===== config.mk =====
export PLATFORM = sky130hd
export DESIGN_NAME = stopwatch_with_debounced_buttons
export DESIGN_NICKNAME = d
export VERILOG_FILES = /design/src/hw/rtl/sw_pkg.sv /design/src/hw/rtl/stopwatch_with_debounced_buttons.sv /design/src/hw/rtl/sw_debounce.sv /design/src/hw/rtl/sw_timer.sv
export SDC_FILE = /design/constraint.sdc
export NUM_CORES = 1
export LEC_CHECK = 0
export ABC_AREA = 1
export ABC_CLOCK_PERIOD_IN_PS = 6700
export BUFFER_PORTS_ARGS = -buffer_cell sky130_fd_sc_hd__buf_2
export CAP_MARGIN = 20
export CELL_PAD_IN_SITES_DETAIL_PLACEMENT = 0
export CELL_PAD_IN_SITES_GLOBAL_PLACEMENT = 2
export CORE_MARGIN = 2
export CORE_UTILIZATION = 38
export CTS_CLUSTER_SIZE = 30
export DETAILED_ROUTE_END_ITERATION = 16
export HOLD_SLACK_MARGIN = 0.08
export PLACE_DENSITY_LB_ADDON = 0.25
export SLEW_MARGIN = 20
export SYNTH_ARGS = -nofsm -noshare
export SYNTH_HDL_FRONTEND = slang
export SYNTH_SLANG_ARGS = --single-unit

===== constraint.sdc =====
create_clock -name clk -period 6.7 [get_ports clk]
set_input_delay 0 -clock clk [delete_from_list [all_inputs] [get_ports clk]]
set_output_delay 0 -clock clk [all_outputs]
set_load 0.1 [all_outputs]

===== src/hw/rtl/sw_pkg.sv =====
// Shared types and constants for the debounced-button stopwatch.
package sw_pkg;

  localparam int unsigned DEB_W    = 8;
  localparam int unsigned MS_W     = 17;
  localparam int unsigned PHASE_W  = 10;
  localparam int unsigned CFG_W    = 17;
  localparam int unsigned CFG_IDX_W = 1;

  localparam logic [DEB_W-1:0]   DEBOUNCE_RESET = 8'd50;
  localparam logic [MS_W-1:0]    WRAP_RESET     = 17'd120000;
  localparam logic [DEB_W-1:0]   COUNT_MAX      = 8'd255;
  localparam logic [PHASE_W-1:0] MS_LAST        = 10'd999;
  localparam logic [PHASE_W-1:0] COLON_LIMIT    = 10'd501;
  localparam logic [5:0]         SEC_LAST       = 6'd59;

  // Configuration register indexes
  typedef enum logic [CFG_IDX_W-1:0] {
    REG_DEBOUNCE = 1'b0,
    REG_WRAP     = 1'b1
  } cfg_reg_t;

  // Per-item control into the elapsed-time counter
  typedef struct packed {
    logic en;       // item accepted this cycle
    logic clear;    // debounced reset is high
    logic advance;  // running after this item's toggle
  } sw_timer_ctrl_t;

endpackage


===== src/hw/rtl/stopwatch_with_debounced_buttons.sv =====
// Top level of the stopwatch: debouncers, run/pause control, colon phase, output register.
// Takes one item per millisecond tick and returns one result item per input item,
// with a throughput of one item per clock cycle and the result registered in the
// cycle after the item is taken: the whole update runs between the state registers
// and the output register, and a new item is taken whenever the output register is empty or being drained.
// tdata in: bit 0 start/stop level, bit 1 reset level. Configuration writes
// (index 0 debounce ticks, index 1 wrap limit in ms) take effect on the next item.
module stopwatch_with_debounced_buttons
  import sw_pkg::*;
(
  input  logic                 clk,
  input  logic                 rst,
  input  logic                 s_tvalid,
  output logic                 s_tready,
  input  logic [7:0]           s_tdata,   // [0] start_stop_raw, [1] reset_raw
  output logic                 m_tvalid,
  input  logic                 m_tready,
  output logic [15:0]          m_tdata,   // [1:0] minutes, [7:2] seconds, [8] colon_on, [9] running
  input  logic                 cfg_we,
  input  logic [CFG_IDX_W-1:0] cfg_addr,
  input  logic [CFG_W-1:0]     cfg_data
);

  logic [DEB_W-1:0]   debounce_ms;
  logic [MS_W-1:0]    wrap_ms;
  logic               accept;
  logic               paused;
  logic               paused_next;
  logic [PHASE_W-1:0] phase;
  logic               ss_level;
  logic               ss_level_next;
  logic               rs_level;
  logic               rs_level_next;
  logic [1:0]         minutes_next;
  logic [5:0]         seconds_next;
  sw_timer_ctrl_t     tctrl;

  assign s_tready = !m_tvalid || m_tready;
  assign accept   = s_tvalid && s_tready;

  always_ff @(posedge clk) begin
    if (rst) begin
      debounce_ms <= DEBOUNCE_RESET;
      wrap_ms     <= WRAP_RESET;
    end else if (cfg_we) begin
      unique case (cfg_reg_t'(cfg_addr))
        REG_DEBOUNCE: debounce_ms <= cfg_data[DEB_W-1:0];
        REG_WRAP:     wrap_ms     <= cfg_data[MS_W-1:0];
        default:      ;
      endcase
    end
  end

  sw_debounce u_ss_deb (
    .clk         (clk),
    .rst         (rst),
    .en          (accept),
    .raw         (s_tdata[0]),
    .debounce_ms (debounce_ms),
    .level       (ss_level),
    .level_next  (ss_level_next)
  );

  sw_debounce u_rs_deb (
    .clk         (clk),
    .rst         (rst),
    .en          (accept),
    .raw         (s_tdata[1]),
    .debounce_ms (debounce_ms),
    .level       (rs_level),
    .level_next  (rs_level_next)
  );

  // reset button wins over a toggle on the same tick
  always_comb begin
    paused_next = paused;
    if (rs_level_next) begin
      paused_next = 1'b0;
    end else if (!ss_level && ss_level_next) begin
      paused_next = !paused;
    end
    tctrl.en      = accept;
    tctrl.clear   = rs_level_next;
    tctrl.advance = !paused_next;
  end

  sw_timer u_timer (
    .clk          (clk),
    .rst          (rst),
    .ctrl         (tctrl),
    .wrap_ms      (wrap_ms),
    .minutes_next (minutes_next),
    .seconds_next (seconds_next)
  );

  always_ff @(posedge clk) begin
    if (rst) begin
      paused <= 1'b0;
      phase  <= '0;
    end else if (accept) begin
      paused <= paused_next;
      phase  <= (phase >= MS_LAST) ? '0 : phase + 1'b1;
    end
  end

  always_ff @(posedge clk) begin
    if (rst) begin
      m_tvalid <= 1'b0;
    end else if (accept) begin
      m_tvalid <= 1'b1;
    end else if (m_tready) begin
      m_tvalid <= 1'b0;
    end
  end

  always_ff @(posedge clk) begin
    if (accept) begin
      m_tdata <= {6'd0, !paused_next, (phase < COLON_LIMIT), seconds_next, minutes_next};
    end
  end

`ifndef SYNTHESIS
  a_stall_blocks: assert property (@(posedge clk) disable iff (rst)
      (m_tvalid && !m_tready) |-> !s_tready)
    else $error("item taken while result stalled");
  a_phase_range: assert property (@(posedge clk) disable iff (rst) phase <= MS_LAST)
    else $error("colon phase out of range");
  a_reset_runs: assert property (@(posedge clk) disable iff (rst)
      (accept && rs_level_next) |=> (!paused && m_tdata[9]))
    else $error("reset button did not resume running");
`endif

endmodule


===== src/hw/rtl/sw_debounce.sv =====
// Debounce filter for one button, updated once per accepted item.
module sw_debounce
  import sw_pkg::*;
(
  input  logic             clk,
  input  logic             rst,
  input  logic             en,
  input  logic             raw,
  input  logic [DEB_W-1:0] debounce_ms,
  output logic             level,
  output logic             level_next
);

  logic             last;
  logic             last_next;
  logic [DEB_W-1:0] count;
  logic [DEB_W-1:0] count_next;

  always_comb begin
    if (raw != last) begin
      last_next  = raw;
      count_next = '0;
    end else begin
      last_next  = last;
      count_next = (count < COUNT_MAX) ? count + 1'b1 : count;
    end
    level_next = (count_next >= debounce_ms) ? last_next : level;
  end

  always_ff @(posedge clk) begin
    if (rst) begin
      last  <= 1'b0;
      count <= '0;
      level <= 1'b0;
    end else if (en) begin
      last  <= last_next;
      count <= count_next;
      level <= level_next;
    end
  end

endmodule


===== src/hw/rtl/sw_timer.sv =====
// Elapsed-time counter kept both as a raw ms count and as min/sec/ms digits.
module sw_timer
  import sw_pkg::*;
(
  input  logic           clk,
  input  logic           rst,
  input  sw_timer_ctrl_t ctrl,
  input  logic [MS_W-1:0] wrap_ms,
  output logic [1:0]     minutes_next,
  output logic [5:0]     seconds_next
);

  logic [MS_W-1:0]    elapsed;
  logic [MS_W-1:0]    elapsed_next;
  logic [PHASE_W-1:0] ms_cnt;
  logic [PHASE_W-1:0] ms_cnt_next;
  logic [5:0]         sec_cnt;
  logic [1:0]         min_cnt;
  logic [MS_W:0]      elapsed_inc;

  assign elapsed_inc = {1'b0, elapsed} + 1'b1;

  always_comb begin
    elapsed_next = elapsed;
    ms_cnt_next  = ms_cnt;
    seconds_next = sec_cnt;
    minutes_next = min_cnt;
    if (ctrl.clear || (ctrl.advance && (elapsed_inc > {1'b0, wrap_ms}))) begin
      elapsed_next = '0;
      ms_cnt_next  = '0;
      seconds_next = '0;
      minutes_next = '0;
    end else if (ctrl.advance) begin
      elapsed_next = elapsed_inc[MS_W-1:0];
      if (ms_cnt == MS_LAST) begin
        ms_cnt_next = '0;
        if (sec_cnt == SEC_LAST) begin
          seconds_next = '0;
          minutes_next = min_cnt + 1'b1;
        end else begin
          seconds_next = sec_cnt + 1'b1;
        end
      end else begin
        ms_cnt_next = ms_cnt + 1'b1;
      end
    end
  end

  always_ff @(posedge clk) begin
    if (rst) begin
      elapsed <= '0;
      ms_cnt  <= '0;
      sec_cnt <= '0;
      min_cnt <= '0;
    end else if (ctrl.en) begin
      elapsed <= elapsed_next;
      ms_cnt  <= ms_cnt_next;
      sec_cnt <= seconds_next;
      min_cnt <= minutes_next;
    end
  end

`ifndef SYNTHESIS
  a_ms_range: assert property (@(posedge clk) disable iff (rst) ms_cnt <= MS_LAST)
    else $error("ms digit out of range");
  a_sec_range: assert property (@(posedge clk) disable iff (rst) sec_cnt <= SEC_LAST)
    else $error("seconds digit out of range");
  a_digits_match: assert property (@(posedge clk) disable iff (rst)
      ({20'd0, min_cnt} * 22'd60000 + {16'd0, sec_cnt} * 22'd1000 + {12'd0, ms_cnt})
      == {5'd0, elapsed})
    else $error("digits disagree with elapsed count");
`endif

endmodule

-- After elaboration in Yosys (flattened, before gate mapping)
Index checks and enable logic that the tools add are counted.
- input port bits: 31
- register bits: 102
- logic and storage cells: 75
- output and inout port bits: 18
- equality and inequality tests: 5
- bitwise logic cells: 1
- add/subtract/negate cells: 7
- reductions and logical operators: 13
- mux-type cells: 26
- $lt $le $gt $ge: 7
- operators with widths (kind ; number):
    $mux W10 ; 4
    $mux W17 ; 2
    $mux W8 ; 4
    $mux W6 ; 4
    $add A10 B1 Y10 const B ; 2
    $add A17 B1 Y18 const B ; 1
    $gt A18 B17 Y1 ; 1
    $add A8 B1 Y8 const B ; 2
    $ge A8 B8 Y1 ; 2
    $lt A8 B8 Y1 const B ; 2
    $eq A10 B10 Y1 const B ; 1
    $ge A10 B10 Y1 const B ; 1
    $lt A10 B9 Y1 const B ; 1
    $mux W1 ; 8
    $mux W2 ; 4
    $add A6 B1 Y6 const B ; 1
    $eq A6 B6 Y1 const B ; 1
    $reduce_and A2 Y1 ; 3
    $logic_not A1 Y1 ; 4
    $logic_and A1 B1 Y1 ; 3
    $add A2 B1 Y2 const B ; 1
    $logic_or A1 B1 Y1 ; 2
    $ne A1 B1 Y1 ; 2
    $ne A2 B1 Y1 const B ; 1
    2 further kinds ; 2

-- Depth between registers and ports, before layout
Gate-level depths: netlist (run 1).
- depth after elaboration: 13
- mapped depth: 26
- depth with buffers taken out: 25

-- Cells and area by module
Synthesis (run 1) repeated with hierarchy kept, for this count alone.
- cells, all modules: 928
- area, all modules: 6406.1 um2
- modules (own cells, without submodules) (module ; area an instance (um2) ; seq. area each (um2) ; cells each ; instances):
    sw_timer ; 2770.2 ; 700.7 ; 424 ; 1
    stopwatch_with_debounced_buttons ; 1891.8 ; 1041.0 ; 228 ; 1
    sw_debounce ; 872.1 ; 200.2 ; 138 ; 2

-- Worst setup path before layout (run 1)
Ideal clock, no wire load.
- kind: register to register
- start point: register u_ss_deb.count[0]
- end point: register u_timer.ms_cnt[3]
- period minus slack after synthesis: 2.997 ns
- arrival time: 2.874 ns
- path buffers: 2
- required time: 6.577 ns
- cell stages (with the launch flop): 25
- slack: 3.703 ns
- setup time: 0.123 ns
- path through: dfxtp_1 > ha_1 > nand3_1 > inv_1 > nand3_1 > nor3_1 > inv_1 > a21oi_1 > o21ai_0 > ha_1 > nand2_1 > nor2_1 > nor2_1 > nand2_1 > nand2_1 > nand2_2 > nand3_1 > nand2_2 > nand2_4 > nand2_4 > nand2_4 > buf_6 > nand2_2 > buf_6 > o22ai_2
- RTL lines (element ; line ; source):
    start: declaration ; sw_debounce.sv:16 ; logic [DEB_W-1:0] count;
    start signal: assignment ; sw_debounce.sv:37 ; count <= count_next;
    end signal: assignment ; sw_timer.sv:57 ; ms_cnt <= ms_cnt_next;
    end: declaration ; sw_timer.sv:15 ; logic [PHASE_W-1:0] ms_cnt;

==> run metrics, run 1 <==
Netlist Area Pre-Place roughly 6100 um2; CP max FO 11; Iter 0 DRT Violations between 200 and 300; hold_ws a little over 0.09 ns; DR vias/cell between 4 and 5; nature of the critical path startpoint flop; Least-Margin Pin Slew between 0.7 and 0.8 ns; share of cells above drive strength 1 0.113; Worst slew margin 0.517; fin nets 960; grt total ovfl 0; Post-Synthesis Cells roughly 840; part of the Yosys area used for sequential elements 0.352; Final Hold Viols 0; Routed Antenna Nets 0; CTS buffer count 9; CTS tree yes; Residual DRC 0; DRT Pass-1 Iters 5; DIE WIDTH between 100 and 150 um; Final period util 0.576; n_diodes 0; fraction of registers with async set/reset 0; drt wl/cell approximately 13 um; Slew Viols, Final 0; Critical Path RT 6.94 ns; CP Capture Type flop; Synth top cells by count nand2_1, inv_1, nor2_1; utilization after layout 0.441; Clk Latency, worst-skew pair 0.35 ns; P_leak 3.14 nW; Placed Cells 1069; FF+latch count, synth a little over 100; CP Class reg2reg; worst hold stages 3; H-tree depth 3; unrepaired setup endpoints after global routing no; top cell type by total area after synthesis dfxtp_1; setup repair bufs after CTS 0; first-pass GRT wire length approximately 23000 um; fin cells ~1100; YS warnings 0; Rows 46; setup TNS 0 ns; Total Routing Usage GR 0.170; Critical Path AT slightly above 4 ns; final setup vio count 0; worst ir drop on vdd 113 uV; Die Y 131 um; I/O Pins a little under 50; maxcap violations 0; buffers added on ports 36; Synth top area share 0.303; Max Freq ~260 MHz; main area contributors after synthesis dfxtp_1, nand2_1, ha_1, inv_1, nor2_1; syn avg cell area about 7.3 um2; final period demand of the worst path 3.86 ns; initial antenna violation count 0; largest net degree at the start of global routing 47; Area Overhead vs Synth 14.2%; Worst Reg-to-Reg Cells 24; power per cell area 219 nW/um2; RD Place Congestion just under 0.8; min-delay worst type in2reg; core area 15800 um2; CTS sink cnt 102; top-count cell post-synth nand2_1; prevailing post-synth register cell dfxtp_1; Max clock buf depth 2; Post-synth EDFFs 10; status finished clean; distinct cell type count of the synthesized netlist between 40 and 50; Initial Util 0.386; Clock transition at path regs approximately 0.07 ns; DP Wirelength 10100 um; Setup Skew about 0.0066 ns; Root Buffer Master clkbuf_16; Routed Wire Length approximately 14000 um; DR vias between 5000 and 6000; die area about 17000 um2; vias in the first global route slightly below 5000
kinds of logic after synthesis:
family / count (synthesis) / share of synthesized area
simple gates: 344 / 0.252
buf+inv: 158 / 0.106
compound gates: 157 / 0.156
flops: 102 / 0.352
fa+ha+maj: 44 / 0.0905
xor+xnor: 30 / 0.0432
other cells: 1 / 0.000616
registers in the layout, summed over array words and instances, names as in the netlist:
register / count
u_timer.elapsed: 17
m_tvalid: 1
u_ss_deb.level: 1
wrap_ms: 17
u_timer.ms_cnt: 10
paused: 1
u_ss_deb.last: 1
u_ss_deb.count: 8
u_timer.min_cnt: 2
u_rs_deb.level: 1
u_rs_deb.count: 8
debounce_ms: 8
m_tdata: 10
phase: 10
u_timer.sec_cnt: 6
u_rs_deb.last: 1
layer usage:
| layer | share of wire | track usage | up-vias |
|---|---|---|---|
| met1 | 0.49 | 0.223 | 2357 |
| met4 | 0.015 | 0.0626 | 0 |
| met2 | 0.48 | 0.284 | 48 |
| met5 | 0 | 0 | - |
| met3 | 0.017 | 0.0252 | 14 |
| li1 | - | - | 2805 |
final cells by class:
type	count	area (um2)
fill	1669	8820
multi-input combinational	581	3320
sequential	102	2140
inverter	131	497
timing repair buffer	60	413
tap	216	270
clock buffer	10	229
clock inverter	6	85.1
worst paths after layout:
check,startpoint,endpoint,slack (ns)
hold reg to reg,wrap_ms[9]$_SDFFE_PP0P_,wrap_ms[9]$_SDFFE_PP0P_,0.47
setup / recovery,u_ss_deb.count[0]$_SDFFE_PP0P_,u_timer.elapsed[6]$_SDFFE_PP0P_,2.84
setup reg to reg,u_ss_deb.count[0]$_SDFFE_PP0P_,u_timer.elapsed[6]$_SDFFE_PP0P_,2.84
hold / removal,cfg_addr,debounce_ms[1]$_SDFFE_PP1P_,0.09
cell usage in the layout (no fill, tap or decap), types with 6 or more instances in the layout:
cell type,n
xnor2_1,6
o22ai_2,6
o211ai_1,11
ha_1,44
xor2_1,24
buf_2,36
nand2_1,147
o21ai_2,10
a211oi_1,10
inv_2,7
dfxtp_1,92
edfxtp_1,10
conb_1,6
nand3_1,40
dlygate4sd3_1,21
o21ai_0,53
inv_1,123
clkbuf_16,9
nor2_1,103
nor3_1,8
nand4_1,9
a21oi_1,52
o21bai_1,6
nand2_2,7
power by group:
part	total, W	switching (W)	internal (W)
combinational	0.000285	0.000205	0.0000797
clock	0.000567	0.000239	0.000327
sequential	0.000671	0.0000202	0.000651
worst max-delay path: stages (launching register included):
cell	delay, ns
dfxtp_1	0.40
ha_1	0.21
nand3_1	0.11
inv_1	0.08
nand3_1	0.10
nor3_1	0.32
inv_1	0.19
a21oi_1	0.15
o21ai_0	0.14
ha_1	0.30
nand2_1	0.05
nor2_1	0.08
nor2_1	0.05
nand2_1	0.05
nand2_1	0.06
nand2_2	0.12
nand3_1	0.10
nand2_2	0.10
nand2_4	0.11
nand2_4	0.16
nand2_4	0.14
nand2_2	0.34
inv_2	0.20
nand2_1	0.12
o21ai_2	0.05
what timing repair did:
| item | CTS | global route |
|---|---|---|
| gates resized for setup | 0 | 0 |
| hold endpoints to repair | 26 | 0 |
| hold buffers | 21 | 0 |
through the flow:
| stage | worst slack [ns] | total power, W | cell area [um2] |
|---|---|---|---|
| 2_1_floorplan | 3.70 | 0.000905 | 6100 |
| 3_3_place_gp | 2.89 | 0.000956 | 6430 |
| 3_5_place_dp | 2.85 | 0.000962 | 6430 |
| 4_1_cts | 2.81 | 0.00155 | 6950 |
| 5_1_grt | 2.44 | 0.00161 | 6950 |
| 6_report | 2.84 | 0.00152 | 6950 |
Power figures use the tool's default switching activity.
==> run 2, diff against run 1 <==
--- a/config.mk
+++ b/config.mk
@@ -6,13 +6,13 @@
 export NUM_CORES = 1
 export LEC_CHECK = 0
 export ABC_AREA = 1
-export ABC_CLOCK_PERIOD_IN_PS = 6700
+export ABC_CLOCK_PERIOD_IN_PS = 4050
 export BUFFER_PORTS_ARGS = -buffer_cell sky130_fd_sc_hd__buf_2
 export CAP_MARGIN = 20
 export CELL_PAD_IN_SITES_DETAIL_PLACEMENT = 0
 export CELL_PAD_IN_SITES_GLOBAL_PLACEMENT = 2
 export CORE_MARGIN = 2
-export CORE_UTILIZATION = 38
+export CORE_UTILIZATION = 35
 export CTS_CLUSTER_SIZE = 30
 export DETAILED_ROUTE_END_ITERATION = 16
 export HOLD_SLACK_MARGIN = 0.08
==> constraint.sdc (replaced) <==
create_clock -name clk -period 4.05 [get_ports clk]
set_input_delay 0 -clock clk [delete_from_list [all_inputs] [get_ports clk]]
set_output_delay 0 -clock clk [all_outputs]
set_load 0.1 [all_outputs]
==> run metrics, run 2 (synthesis results as in run 1) <==
status finished clean; CP Class reg2reg; Seq. cell area 2140 um2 (unchanged); vias in the first global route 5036 (+4.5%); Routed Antenna Nets 0 (unchanged); CTS tree yes; Rows 48 (+4.3%); Final Hold Viols 0 (unchanged); Most common cell on crit path nand2_1; placed cell areas 6460 um2 (+0.53%); largest net degree at the start of global routing 39 (-17%); min-delay worst type in2reg; combinational share of power 0.200 (+0.013); unrepaired setup endpoints after global routing no; Clock transition at path regs 0.07 ns (about the same); I/O Pins 49 (unchanged); Sw Ratio 0.324 (+0.0192); nature of the critical path startpoint flop; Clk Latency, worst-skew pair 0.35 ns (about the same); CP Capture Type flop; commonest non-fill, non-tap cell in the layout nand2_1; part of the power in the clock network 0.339 (-0.033); setup repair bufs after CTS 0 (unchanged); fin nets 967 (+0.73%); largest stage delay on the critical path 0.40 ns (about the same); Initial Util 0.354 (-0.0316); first-pass GRT wire length 24400 um (+6.5%); worst slack at placement 0.505 ns (-2.35 ns); Critical Path RT 4.28 ns (-2.66 ns); CP max FO 11 (unchanged); share of cells above drive strength 1 0.118 (+0.00469); P_leak 3.14 nW (about the same); worst ir drop on vdd 206 uV (+82%); largest registers u_timer.elapsed: 17 flops, wrap_ms: 17 flops; drt wl/cell 12.9 um (+2.2%); r2r setup slk 0.46 ns (-2.38 ns); final period demand of the worst path 3.59 ns (-0.266 ns); grt total ovfl 0 (unchanged); crit path max-delay cell type dfxtp_1; commonest cells after routing, fill and taps aside nand2_1, inv_1, nor2_1; Iter 0 DRT Violations 292 (+14%); initial antenna violation count 0 (unchanged); maxcap violations 0 (unchanged); buffers added on ports 36 (unchanged); DP Wirelength 10500 um (+3.7%); Flop pwr share 0.461 (+0.020); Final Cell Area 6990 um2 (+0.49%); Fillers 1816 (+8.8%); Max clock buf depth 2 (unchanged); H-tree depth 3 (unchanged); CTS sink cnt 102 (unchanged); Final period util 0.887 (+0.311); Residual DRC 0 (unchanged); Slew Viols, Final 0 (unchanged); power per cell area 345 nW/um2 (+57%); Total Routing Usage GR 0.166 (-0.00393); Max Freq 278 MHz (+7.4%); final setup vio count 0 (unchanged); DRT Pass-1 Iters 4 (-1); Area Overhead vs Synth 14.8%; CTS buffer count 9 (unchanged); hold_ws 0.103 ns (+0.0112 ns); die area 18500 um2 (+8.3%); setup TNS 0 ns (unchanged); Int Pwr 0.00163 W (+54%); Root Buffer Master clkbuf_16; DR vias 5267 (+0.82%); multi-input logic area 3320 um2 (+0.15%); Worst slew margin 0.491 (-0.0259); Least-Margin Pin Slew 0.763 ns (+0.0428 ns); RD Place Congestion 0.782 (-0.95%); DR vias/cell 4.69 (-0.61%); Critical Path AT 3.83 ns (-0.27 ns); PnR worst setup slack 0.457 ns (-2.38 ns); Sw Pwr 0.000781 W (+68%); crit-path cells ha_1, nand2_1, inv_1, nand2_1, nor3_2, inv_1, nand2_1, o21ai_0, a21oi_1, ha_1, a21oi_1, o21a_1, nand3_1, nand2_1, nand2_2, nand2_4, nand2_4, nand2_2, buf_4, o22ai_2; Placed Cells 1081 (+1.1%); Setup Skew 0.00709 ns (+0.000520 ns); fin cells 1122 (+1.4%); core area 17200 um2 (+8.9%); Die Y 136 um (+4.1%); Routed Wire Length 14500 um (+3.7%); DIE WIDTH 136 um (+4.1%); n_diodes 0 (unchanged)
-- run 2: critical path: cells and delay by family, from the launching register on --
family	cells	cell delay, ns
compound gates	5	0.69
fa+ha+maj	2	0.49
buf+inv	3	0.47
flops	1	0.40
simple gates	10	1.40
-- run 2: timing repair --
action,4_1_cts,5_1_grt
resized for setup,0,2
hold buffers,25,0
setup endpoints to repair,0,7
hold endpoints to repair,27,0
-- run 2: stage by stage --
stage               utilization  total power [W]
floorplan                     -          0.00150
global placement          0.376          0.00159
CTS                       0.406          0.00245
detailed placement        0.376          0.00160
finish                    0.407          0.00241
global route              0.407          0.00254
-- run 2: path summary, 6_finish.rpt --
kind                                          to                            from  depth (start not counted)
setup reg to reg  u_timer.ms_cnt[8]$_SDFFE_PP0P_  u_rs_deb.count[0]$_SDFFE_PP0P_                         20
hold / removal       debounce_ms[0]$_SDFFE_PP0P_                        cfg_addr                          4
hold reg to reg          wrap_ms[4]$_SDFFE_PP0P_         wrap_ms[4]$_SDFFE_PP0P_                          2
setup / recovery  u_timer.ms_cnt[8]$_SDFFE_PP0P_  u_rs_deb.count[0]$_SDFFE_PP0P_                         20
-- run 2: power by group through the flow --
stage,Combinational [W],Clock [W],Sequential (W)
after floorplan,0.000296,0,0.00120
after global placement,0.000456,0,0.00113
after detailed placement,0.000465,0,0.00113
after CTS,0.000486,0.000851,0.00111
after global routing,0.000541,0.000880,0.00112
final,0.000481,0.000816,0.00111
-- run 2: area by class of cell --
class,count,area share
Sequential cell,102,0.307
Clock buffer,9,0.0322
Timing Repair Buffer,67,0.0681
Clock inverter,7,0.00591
Inverter,131,0.0715
Multi-Input combinational cell,581,0.475
Tap cell,225,0.0403
-- run 2: routing by layer --
metal,wire (um),global-route usage,vias to the layer above,share of wire
met2,6900,0.279,59,0.48
met3,377,0.0369,13,0.026
met1,7040,0.215,2386,0.49
met4,172,0.0446,0,0.012
met5,0,0,-,0
li1,-,-,2809,-
==> run 3, diff against run 2 <==
--- a/config.mk
+++ b/config.mk
@@ -6,13 +6,11 @@
 export NUM_CORES = 1
 export LEC_CHECK = 0
 export ABC_AREA = 1
-export ABC_CLOCK_PERIOD_IN_PS = 4050
+export ABC_CLOCK_PERIOD_IN_PS = 4500
 export BUFFER_PORTS_ARGS = -buffer_cell sky130_fd_sc_hd__buf_2
 export CAP_MARGIN = 20
-export CELL_PAD_IN_SITES_DETAIL_PLACEMENT = 0
-export CELL_PAD_IN_SITES_GLOBAL_PLACEMENT = 2
 export CORE_MARGIN = 2
-export CORE_UTILIZATION = 35
+export CORE_UTILIZATION = 55
 export CTS_CLUSTER_SIZE = 30
 export DETAILED_ROUTE_END_ITERATION = 16
 export HOLD_SLACK_MARGIN = 0.08
==> constraint.sdc (replaced) <==
create_clock -name clk -period 4.5 [get_ports clk]
set_input_delay 0 -clock clk [delete_from_list [all_inputs] [get_ports clk]]
set_output_delay 0 -clock clk [all_outputs]
set_load 0.1 [all_outputs]
==> run metrics, run 3 (synthesis results as in run 1) <==
power per cell area 304 nW/um2 (-12%); Worst slew margin 0.556 (+0.0654); Worst Reg-to-Reg Cells 21 (+5.0%); Area Overhead vs Synth 12.3%; r2r setup slk 0.75 ns (+0.29 ns); setup repair bufs after CTS 0 (unchanged); worst slack at placement 0.798 ns (+0.293 ns); Final Hold Viols 0 (unchanged); worst ir drop on vdd 232 uV (+12%); part of the power in the clock network 0.312 (-0.027); CP max FO 11 (unchanged); Sw Pwr 0.000658 W (-16%); WL met3 397 um (+5.3%); drt wl/cell 12.9 um (about the same); crit-path cells ha_1, nand2_1, inv_1, nand2_1, nor3_2, inv_1, nand2_1, o21ai_0, a21oi_1, ha_1, a21oi_1, o21a_1, nand3_1, nand2_1, nand2_2, nand2_4, nand2_4, nand2_2, inv_2, nand2_1, o21ai_2; crit path max-delay cell type dfxtp_1; status finished clean; Most common cell on crit path nand2_1; grt total ovfl 0 (unchanged); share of cells above drive strength 1 0.115 (-0.00334); Hold Buf Count CTS 28 (+12%); vias in the first global route 5244 (+4.1%); Int Pwr 0.00142 W (-13%); Critical R2R Launch u_rs_deb.count[0]$_SDFFE_PP0P_; DIE WIDTH 109 um (-20%); CTS tree yes; Rows 38 (-21%); CP Capture Type flop; final period demand of the worst path 3.75 ns (+0.156 ns); DR vias 5419 (+2.9%); maxcap violations 0 (unchanged); PnR worst setup slack 0.752 ns (+0.294 ns); nature of the critical path startpoint flop; RD Place Congestion 0.872 (+11%); Die Y 109 um (-20%); Clock transition at path regs 0.11 ns (+0.04 ns); routed wl met2 6600 um (-4.3%); Clk Latency, worst-skew pair 0.40 ns (+0.05 ns); DP Wirelength 9470 um (-9.7%); top layer in use met4; core area 10800 um2 (-37%); Total Routing Usage GR 0.243 (+0.0774); Slew Viols, Final 0 (unchanged); Critical Path RT 4.78 ns (+0.50 ns); die area 11900 um2 (-35%); Residual DRC 0 (unchanged); H-tree depth 3 (unchanged); Root Buffer Master clkbuf_8; final setup vio count 0 (unchanged); largest registers u_timer.elapsed: 17 flops, wrap_ms: 17 flops; Iter 0 DRT Violations 379 (+30%); CTS buffer count 9 (unchanged); combinational share of power 0.207 (+0.007); DRT Pass-1 Iters 5 (+1); Critical Path End u_timer.elapsed[11]$_SDFFE_PP0P_; n_diodes 0 (unchanged); buffers added on ports 36 (unchanged); Routed Antenna Nets 0 (unchanged); Initial Util 0.561 (+0.207); Routed Wire Length 13400 um (-7.6%); largest stage delay on the critical path 0.41 ns (about the same); CP Class reg2reg; Critical Path AT 4.03 ns (+0.20 ns); CTS resizes 0 (unchanged); CTS sink cnt 102 (unchanged); I/O Pins 49 (unchanged); setup TNS 0 ns (unchanged); commonest non-fill, non-tap cell in the layout nand2_1; fin nets 967 (unchanged); Max Freq 267 MHz (-4.2%); first-pass GRT wire length 23200 um (-4.9%); Flop pwr share 0.481 (+0.020); Max clock buf depth 2 (unchanged); Least-Margin Pin Slew 0.661 ns (-0.102 ns); commonest cells after routing, fill and taps aside nand2_1, inv_1, nor2_1; DR vias/cell 5.23 (+11%); largest net degree at the start of global routing 48 (+23%); r2r endpoint u_timer.elapsed[11]$_SDFFE_PP0P_; Worst setup startpoint u_rs_deb.count[0]$_SDFFE_PP0P_; Sw Ratio 0.317 (-0.00732); Final period util 0.833 (-0.0541); unrepaired setup endpoints after global routing no; P_leak 3.12 nW (-0.45%); initial antenna violation count 0 (unchanged); Routed met1 length 6170 um (-12%); min-delay worst type in2reg; Setup Skew 0.0204 ns (+0.0133 ns)
## run 3: cell count changes in the layout (fill, tap and decap cells not counted), moves of 2 or more
cell,change
clkinvlp_4,-2
clkinv_2,-2
buf_4,-3
clkbuf_8,+10
dlygate4sd3_1,+3
bufinv_16,+2
clkbuf_16,-9
## run 3: power groups by stage
stage | logic, W | clock network [W] | registers [W]
finish | 0.000431 | 0.000648 | 0.000998
global route | 0.000479 | 0.000702 | 0.00101
CTS | 0.000429 | 0.000668 | 0.000998
detailed placement | 0.000407 | 0 | 0.00102
global placement | 0.000394 | 0 | 0.00102
floorplan | 0.000267 | 0 | 0.00108
## run 3: how the worst min path moves through the flow
stage                 startpoint                     endpoint  cells after the start
global placement    cfg_data[10]     wrap_ms[10]$_SDFFE_PP1P_                      3
global route            cfg_addr  debounce_ms[6]$_SDFFE_PP0P_                      4
floorplan            cfg_data[1]  debounce_ms[1]$_SDFFE_PP1P_                      2
CTS                     cfg_addr  debounce_ms[6]$_SDFFE_PP0P_                      4
finish                  cfg_addr  debounce_ms[6]$_SDFFE_PP0P_                      4
detailed placement  cfg_data[14]     wrap_ms[14]$_SDFFE_PP1P_                      3
## run 3: area by class of cell
cell class | instances | area, um2
Clock inverter | 6 | 85.1
Fill cell | 955 | 4010
Sequential cell | 102 | 2140
Clock buffer | 10 | 138
Timing Repair Buffer | 67 | 483
Multi-Input combinational cell | 581 | 3320
Inverter | 131 | 497
Tap cell | 140 | 175
## run 3: metal layers
metal / global-route usage / up-vias
met5: 0 / -
met4: 0.0642 / 0
met3: 0.0550 / 18
met2: 0.435 / 74
met1: 0.294 / 2522
li1: - / 2805
## run 3: per-stage QoR
stage               cell area (um2)  std cells  power (W)   util  hold slack (ns)
floorplan                      6100        841    0.00135      -            0.130
global placement               6330        993    0.00141  0.584            0.217
detailed placement             6330        993    0.00143  0.584            0.226
CTS                            6840       1037    0.00210  0.631            0.124
global route                   6840       1037    0.00219  0.631            0.194
finish                         6840       1037    0.00208  0.631            0.138
## run 3: worst max-delay path, delay by kind of cell, from the launching register on
kind	cells	cell delay, ns
and+or+nand+nor	11	1.54
DFF	1	0.41
AOI/OAI and AO/OA	5	0.73
buffers and inverters	3	0.43
adders and majority gates	2	0.51
